==> src/design/bte_pkg.sv <==
package bte_pkg;

    localparam logic [7:0] CHAR_T      = 8'h54;
    localparam logic [7:0] CHAR_X      = 8'h58;
    localparam int         BYTE_BITS   = 8;
    localparam logic [4:0] HEADER_BITS = 5'(3 * BYTE_BITS);
    localparam logic [4:0] X_DONE_BITS = 5'(2 * BYTE_BITS);

    localparam logic [2:0]  BIT_PLANE_RESET = 3'd0;
    localparam logic [15:0] MAX_CHARS_RESET = 16'd1024;

    typedef enum logic [1:0] {
        STAT_OK       = 2'd0,
        STAT_HEADER   = 2'd1,
        STAT_OVERFLOW = 2'd2
    } t_status;

    typedef enum logic [1:0] {
        CFG_BIT_PLANE = 2'd0,
        CFG_MAX_CHARS = 2'd1
    } t_cfg_idx;

    typedef struct packed {
        logic [2:0]  bit_plane;
        logic [15:0] max_chars;
    } t_cfg;

    typedef struct packed {
        logic        char_valid;
        logic [7:0]  char_value;
        logic [15:0] char_index;
        logic        final_res;
        t_status     status;
    } t_result;

endpackage

==> src/design/bte_cfg.sv <==
module bte_cfg (
    input  logic          i_clk,
    input  logic          i_rst_n,
    input  logic          i_cfg_valid,
    output logic          o_cfg_ready,
    input  logic [1:0]    i_cfg_index,
    input  logic [15:0]   i_cfg_data,
    output bte_pkg::t_cfg o_cfg
);

    logic [2:0]  r_bit_plane;
    logic [15:0] r_max_chars;
    logic [2:0]  n_bit_plane;
    logic [15:0] n_max_chars;

    assign o_cfg_ready = 1'b1;

    always_comb begin
        n_bit_plane = r_bit_plane;
        n_max_chars = r_max_chars;
        if (i_cfg_valid) begin
            case (i_cfg_index)
                bte_pkg::CFG_BIT_PLANE: n_bit_plane = i_cfg_data[2:0];
                bte_pkg::CFG_MAX_CHARS: n_max_chars = i_cfg_data;
                default: begin
                end
            endcase
        end
    end

    always_ff @(posedge i_clk) begin
        if (!i_rst_n) begin
            r_bit_plane <= bte_pkg::BIT_PLANE_RESET;
            r_max_chars <= bte_pkg::MAX_CHARS_RESET;
        end else begin
            r_bit_plane <= n_bit_plane;
            r_max_chars <= n_max_chars;
        end
    end

    assign o_cfg.bit_plane = r_bit_plane;
    assign o_cfg.max_chars = r_max_chars;

endmodule

==> src/design/bte_core.sv <==
module bte_core (
    input  logic             i_clk,
    input  logic             i_rst_n,
    input  bte_pkg::t_cfg    i_cfg,
    input  logic             i_step,
    input  logic [7:0]       i_pixel,
    input  logic             i_last_pixel,
    output logic             o_has_res,
    output bte_pkg::t_result o_res
);

    logic [7:0]       r_bit_shift;
    logic [2:0]       r_bit_count;
    logic [4:0]       r_header_pixels;
    logic [15:0]      r_char_count;
    bte_pkg::t_status r_fail_code;

    logic [7:0]       n_bit_shift;
    logic [2:0]       n_bit_count;
    logic [4:0]       n_header_pixels;
    logic [15:0]      n_char_count;
    bte_pkg::t_status n_fail_code;

    logic       byte_done;
    logic       emit;
    logic [7:0] want;

    always_comb begin
        n_bit_shift     = {r_bit_shift[6:0], i_pixel[i_cfg.bit_plane]};
        n_bit_count     = r_bit_count + 3'd1;
        n_header_pixels = r_header_pixels;
        n_char_count    = r_char_count;
        n_fail_code     = r_fail_code;
        byte_done       = (n_bit_count == 3'd0);
        emit            = 1'b0;
        want            = bte_pkg::CHAR_T;

        if (r_header_pixels < bte_pkg::HEADER_BITS) begin
            n_header_pixels = r_header_pixels + 5'd1;
            if (n_header_pixels == bte_pkg::X_DONE_BITS) begin
                want = bte_pkg::CHAR_X;
            end
            if (byte_done && n_bit_shift != want && r_fail_code == bte_pkg::STAT_OK) begin
                n_fail_code = bte_pkg::STAT_HEADER;
            end
        end else if (r_fail_code == bte_pkg::STAT_OK && byte_done) begin
            if (r_char_count >= i_cfg.max_chars) begin
                n_fail_code = bte_pkg::STAT_OVERFLOW;
            end else begin
                emit         = 1'b1;
                n_char_count = r_char_count + 16'd1;
            end
        end

        if (i_last_pixel && n_header_pixels < bte_pkg::HEADER_BITS
                && n_fail_code == bte_pkg::STAT_OK) begin
            n_fail_code = bte_pkg::STAT_HEADER;
        end

        o_has_res        = emit || i_last_pixel;
        o_res.char_valid = emit;
        o_res.char_value = emit ? n_bit_shift : 8'd0;
        o_res.char_index = emit ? r_char_count : 16'd0;
        o_res.final_res  = i_last_pixel;
        o_res.status     = n_fail_code;
    end

    always_ff @(posedge i_clk) begin
        if (!i_rst_n) begin
            r_bit_shift     <= 8'd0;
            r_bit_count     <= 3'd0;
            r_header_pixels <= 5'd0;
            r_char_count    <= 16'd0;
            r_fail_code     <= bte_pkg::STAT_OK;
        end else if (i_step) begin
            if (i_last_pixel) begin
                r_bit_shift     <= 8'd0;
                r_bit_count     <= 3'd0;
                r_header_pixels <= 5'd0;
                r_char_count    <= 16'd0;
                r_fail_code     <= bte_pkg::STAT_OK;
            end else begin
                r_bit_shift     <= n_bit_shift;
                r_bit_count     <= n_bit_count;
                r_header_pixels <= n_header_pixels;
                r_char_count    <= n_char_count;
                r_fail_code     <= n_fail_code;
            end
        end
    end

endmodule

==> src/design/bitplane_text_extractor.sv <==
// A pixel accepted into the input register is stepped through the extraction logic, and any
// result word it yields is registered in the output register. Throughput: one pixel per
// cycle unless the output stalls, set by the input register feeding the extraction logic.
// A stalled result word holds the input register, and the input stalls once both are full.
// Reset (synchronous, active low) clears the valid flags of both pipeline registers and the
// extraction state and sets bit_plane to 0 and max_chars to 1024.
module bitplane_text_extractor (
    input  logic        i_clk,
    input  logic        i_rst_n,
    input  logic        i_in_valid,
    output logic        o_in_stall,
    input  logic [7:0]  i_pixel,
    input  logic        i_last_pixel,
    output logic        o_out_valid,
    input  logic        i_out_stall,
    output logic        o_char_valid,
    output logic [7:0]  o_char_value,
    output logic [15:0] o_char_index,
    output logic        o_final_res,
    output logic [1:0]  o_status,
    input  logic        i_cfg_valid,
    output logic        o_cfg_ready,
    input  logic [1:0]  i_cfg_index,
    input  logic [15:0] i_cfg_data
);

    bte_pkg::t_cfg    cfg;
    bte_pkg::t_result core_res;
    logic             core_has_res;

    logic             r_in_valid;
    logic [7:0]       r_pixel;
    logic             r_last_pixel;
    logic             r_out_valid;
    bte_pkg::t_result r_res;

    logic             out_free;
    logic             step;
    logic             in_accept;

    assign out_free   = !r_out_valid || !i_out_stall;
    assign step       = r_in_valid && out_free;
    assign o_in_stall = r_in_valid && !out_free;
    assign in_accept  = i_in_valid && !o_in_stall;

    bte_cfg u_cfg (
        .i_clk       (i_clk),
        .i_rst_n     (i_rst_n),
        .i_cfg_valid (i_cfg_valid),
        .o_cfg_ready (o_cfg_ready),
        .i_cfg_index (i_cfg_index),
        .i_cfg_data  (i_cfg_data),
        .o_cfg       (cfg)
    );

    bte_core u_core (
        .i_clk        (i_clk),
        .i_rst_n      (i_rst_n),
        .i_cfg        (cfg),
        .i_step       (step),
        .i_pixel      (r_pixel),
        .i_last_pixel (r_last_pixel),
        .o_has_res    (core_has_res),
        .o_res        (core_res)
    );

    always_ff @(posedge i_clk) begin
        if (!i_rst_n) begin
            r_in_valid <= 1'b0;
        end else if (in_accept) begin
            r_in_valid <= 1'b1;
        end else if (step) begin
            r_in_valid <= 1'b0;
        end
    end

    always_ff @(posedge i_clk) begin
        if (in_accept) begin
            r_pixel      <= i_pixel;
            r_last_pixel <= i_last_pixel;
        end
    end

    always_ff @(posedge i_clk) begin
        if (!i_rst_n) begin
            r_out_valid <= 1'b0;
        end else if (step && core_has_res) begin
            r_out_valid <= 1'b1;
        end else if (!i_out_stall) begin
            r_out_valid <= 1'b0;
        end
    end

    always_ff @(posedge i_clk) begin
        if (step && core_has_res) begin
            r_res <= core_res;
        end
    end

    assign o_out_valid  = r_out_valid;
    assign o_char_valid = r_res.char_valid;
    assign o_char_value = r_res.char_value;
    assign o_char_index = r_res.char_index;
    assign o_final_res  = r_res.final_res;
    assign o_status     = r_res.status;

endmodule

==> config.mk <==
export PLATFORM = sky130hd
export DESIGN_NAME = bitplane_text_extractor
export DESIGN_NICKNAME = d
export VERILOG_FILES = /design/src/design/bte_pkg.sv /design/src/design/bte_cfg.sv /design/src/design/bte_core.sv /design/src/design/bitplane_text_extractor.sv
export SDC_FILE = /design/constraint.sdc
export NUM_CORES = 1
export LEC_CHECK = 0
export BUFFER_PORTS_ARGS = -buffer_cell sky130_fd_sc_hd__buf_2
export CORE_MARGIN = 1.5
export CORE_UTILIZATION = 45
export CTS_BUF_LIST = sky130_fd_sc_hd__clkbuf_16
export CTS_CLUSTER_SIZE = 10
export DETAILED_ROUTE_END_ITERATION = 7
export GPL_TIMING_DRIVEN = 1
export PLACE_DENSITY = 0.61
export SLEW_MARGIN = 20
export SYNTH_ARGS = -nofsm -noshare
export SYNTH_HDL_FRONTEND = slang
export SYNTH_SLANG_ARGS = --single-unit
==> constraint.sdc <==
create_clock -name i_clk -period 5.37 [get_ports i_clk]
set_input_delay 1.074 -clock i_clk [delete_from_list [all_inputs] [get_ports i_clk]]
set_output_delay 1.074 -clock i_clk [all_outputs]
set_load 0.02 [all_outputs]
==> flow_metrics.py <==
metrics = {
    "routing": {
        "met3_length_microns": 380,
        "drt-total-wl_mm": 8.44,
        "post_drt_via_cell_ratio": 5.21,
        "wl_met2_mm": 3.71,
        "m1WireLength_mm": 4.32,
        "drc_errors": 0,
        "drt_first_pass_iters": 5,
        "route.vias.total": 3160,
        "ant_nets": 0,
        "drtIter0Drc": 109,
        "wl_per_cell_microns": 13.9,
        "top_signal_layer_used": "met4",
    },
    "synthesis": {
        "yosysUniqueCellTypes": 60,
        "synth_top_cell_area_share": 0.257,
        "synth_cells": 418,
        "yosysMostFrequentCell": "sky130_fd_sc_hd__nand2_1",
        "synthesis.area_per_instance_sq_um": 10.4,
        "yosysWarningCount": 0,
        "synth_enable_flop_cells": 37,
        "synthesis.area_sq_um": 4330,
        "netlist_top_cells_count": "sky130_fd_sc_hd__nand2_1 (58), sky130_fd_sc_hd__dfxtp_1 (54), sky130_fd_sc_hd__edfxtp_1 (37)",
        "post-synth-top-area-cell": "sky130_fd_sc_hd__edfxtp_1",
        "sequential_fraction_of_the_synthesis_area": 0.507,
        "synth_ff_type": "sky130_fd_sc_hd__dfxtp_1",
        "synth_fp_nets": 471,
        "synth_top_cells_by_area": "sky130_fd_sc_hd__edfxtp_1 (26%), sky130_fd_sc_hd__dfxtp_1 (25%), sky130_fd_sc_hd__ha_1 (6.1%)",
        "proportion_of_synthesized_flip_flops_having_asynchronous_set_or_reset": 0,
        "synth-seq-cells": 91,
    },
    "worst_setup_path": {
        "setup.worst_path.class": "register to register",
        "kind_of_cell_adding_the_most_delay_to_the_critical_path": "simple AND/OR/NAND/NOR gates",
        "crit_path_end_kind": "register",
        "start_kind": "register",
        "timing.critical_path.cells": "inv_1, ha_1, nand4_1, or2_4, or4_4, a41oi_4, nor2_2, buf_4",
        "regToRegSetupSlack_ns": 2.30,
        "path_max_fanout": 28,
        "worstPathBufferInverterCount": 2,
        "critical_path.max_stage_delay_ns": 0.67,
        "worstPathRequired_ns": 5.42,
        "r2r_path_start": "u_cfg.r_max_chars[13]",
        "worst-r2r-cell-count": 8,
        "crit_path_top_delay_cell": "sky130_fd_sc_hd__a41oi_4",
        "r2r_end": "o_char_index[3]",
        "crit_arrival_ns": 3.12,
    },
    "clock_tree": {
        "post_cts_resize_count": 0,
        "cts_setup_buffers": 0,
        "cts_hold_buffers": 0,
        "clk_root_buffer_cell": "sky130_fd_sc_hd__clkbuf_16",
        "tritoncts.num_buffers": 9,
        "clk_pin_slew_ns": 0.06,
        "cts.htree.levels": 3,
        "cts_tree": "done",
        "worst_skew_pair.late_latency_ns": 0.33,
        "clock_sink_count": 91,
        "clockBufferDepth": 2,
    },
    "layout": {
        "synthToLayoutAreaGrowth_pct": 16.4,
        "antenna-diode-count": 0,
        "multi_input_area_sq_um": 1960,
        "post_route_cells_drive_above_1_share": 0.190,
        "sequential_cell_area_sq_um": 2190,
        "non_filler_instance_count_after_layout": 607,
        "num-nets-final": 526,
        "num-fill-cells": 868,
    },
    "hold_path": {
        "worst_hold_startpoint": "u_cfg.r_max_chars[4]",
        "timing.hold.worst_endpoint": "u_cfg.r_max_chars[4]",
        "kind_of_path_behind_the_tightest_hold_check": "register to register",
        "worst_hold_path.num_cells": 2,
    },
    "pwr": {
        "max-vdd-ir-drop_mv": 0.186,
        "power-per-cell-area_nw_per_um2": 294,
        "power.static_leakage_uw": 0.00193,
        "power_uw": 1480,
    },
    "placed_design": {
        "portBuffers": 61,
        "place.detailed.instances": 591,
        "routabilityCongestion": 0.770,
        "dp.final_hpwl_mm": 5.90,
    },
    "floorplanning": {
        "top_level_ports": 63,
        "initial_utilization": 0.466,
        "die-height_microns": 101,
        "fp.dieArea_sq_um": 10200,
        "core_area_sq_um": 9280,
        "dieWidth_microns": 101,
        "core.rowCount": 35,
    },
    "sta": {
        "fin_crit_ns": 3.07,
        "setup_repair_after_global_routing_missed_its_margin": "false",
        "setup_viol_count_final": 0,
        "worstMarginPinSlew_ns": 0.875,
        "setup_tns_final_ns": 0,
        "final-hold-violation-count": 0,
        "timing.slew.headroom": 0.410,
        "finalMaxSlewViolations": 0,
        "fmax_ghz": 0.326,
        "fin_worst_skew_ns": 0.00898,
        "fin_crit_sh": 0.571,
    },
    "status": {
        "run_status": "finished clean",
    },
    "global_route": {
        "grt_pass1_vias": 2932,
        "antenna_violations_before_repair": 0,
        "grt_overflow_total": 0,
        "grt_start_max_net_pins": 43,
        "grt_pass1_wl_mm": 14.1,
        "grt_usage": 0.177,
    },
    "job": {
        "cap_violations": 0,
    },
}
## cell type report
class | count | area share
clock buffer | 9 | 0.0447
clock inverter | 7 | 0.0184
inverter | 20 | 0.0149
multi-input combinational | 287 | 0.390
tap | 129 | 0.0320
timing repair buffer | 64 | 0.0651
sequential | 91 | 0.435
## report_power, final
group	switching, uW	internal, uW
sequential	8.05	730
clock	261	407
combinational	43.6	29.9
## per-stage QoR
step | worst slack, ns | cell area (sq um) | util | hold slack [ns]
CTS | 2.30 | 5040 | 0.542 | 0.468
floorplan | 1.91 | 4330 | - | 0.424
detailed placement | 2.26 | 4720 | 0.508 | 0.459
global placement | 2.30 | 4720 | 0.508 | 0.456
global route | 2.15 | 5040 | 0.542 | 0.481
finish | 2.30 | 5040 | 0.542 | 0.463
## sequential cells by signal (all words and copies together), names as in the netlist
register / count
u_core.r_fail_code: 2
u_core.r_char_count: 16
r_pixel: 8
u_core.r_bit_shift: 7
o_out_valid: 1
u_cfg.r_max_chars: 16
o_char_valid: 1
o_char_index: 16
r_in_valid: 1
u_core.r_bit_count: 3
u_core.r_header_pixels: 5
u_cfg.r_bit_plane: 3
o_final_res: 1
o_status: 2
o_char_value: 8
r_last_pixel: 1
## cell families (layout without fill, tap and decap cells)
family	after synthesis	after routing	share of synthesized area
AO/OA/AOI/OAI	91	91	0.155
other	1	1	0.000867
adder cells (fa/ha/maj)	21	21	0.0607
AND/OR/NAND/NOR	164	164	0.208
XOR/XNOR	2	2	0.00405
flip-flops	91	91	0.507
buffers and inverters	40	100	0.0405
multiplexers	8	8	0.0243
## how the worst max path moves through the flow
stage                      startpoint                      to  slack (ns)  cells past startpoint
6_report        u_cfg.r_max_chars[13]         o_char_index[3]        2.30                      8
5_1_grt         u_cfg.r_max_chars[13]         o_char_index[3]        2.15                      8
4_1_cts         u_cfg.r_max_chars[13]             o_status[0]        2.30                      8
3_5_place_dp              i_out_stall  u_core.r_char_count[9]        2.26                      7
3_3_place_gp              i_out_stall  u_core.r_char_count[9]        2.30                      7
2_1_floorplan  u_core.r_char_count[0]         o_char_index[0]        1.91                      8
## layout by cell type, fill, tap and decap left out, types with 6 or more instances in the layout
cell                        count
sky130_fd_sc_hd__buf_2         61
sky130_fd_sc_hd__dfxtp_1       54
sky130_fd_sc_hd__a21boi_0      22
sky130_fd_sc_hd__edfxtp_1      37
sky130_fd_sc_hd__ha_1          21
sky130_fd_sc_hd__o21ai_0       10
sky130_fd_sc_hd__and2_1        23
sky130_fd_sc_hd__nand3b_1       8
sky130_fd_sc_hd__nand2b_1       6
sky130_fd_sc_hd__nand2_1       58
sky130_fd_sc_hd__nor4_1         6
sky130_fd_sc_hd__a21oi_1       18
sky130_fd_sc_hd__nand3_1        7
sky130_fd_sc_hd__inv_1         21
sky130_fd_sc_hd__mux2i_1        6
sky130_fd_sc_hd__o31ai_1        8
sky130_fd_sc_hd__clkbuf_16      9
sky130_fd_sc_hd__nor2b_1        9
sky130_fd_sc_hd__or4_1          8
sky130_fd_sc_hd__nor2_1         9
## routing by layer
layer  track usage  vias up
met5             0        -
met3        0.0381        2
met1         0.255     1445
met2         0.267       77
met4        0.0491        0
li1              -     1636
## worst register-to-register path, stage by stage (launching register included)
cell                      delay [ns]
sky130_fd_sc_hd__dfxtp_1        0.33
sky130_fd_sc_hd__inv_1          0.05
sky130_fd_sc_hd__ha_1           0.31
sky130_fd_sc_hd__nand4_1        0.12
sky130_fd_sc_hd__or2_4          0.29
sky130_fd_sc_hd__or4_4          0.56
sky130_fd_sc_hd__a41oi_4        0.67
sky130_fd_sc_hd__nor2_2         0.17
sky130_fd_sc_hd__buf_4          0.29
(Power assumes the default switching activity.)
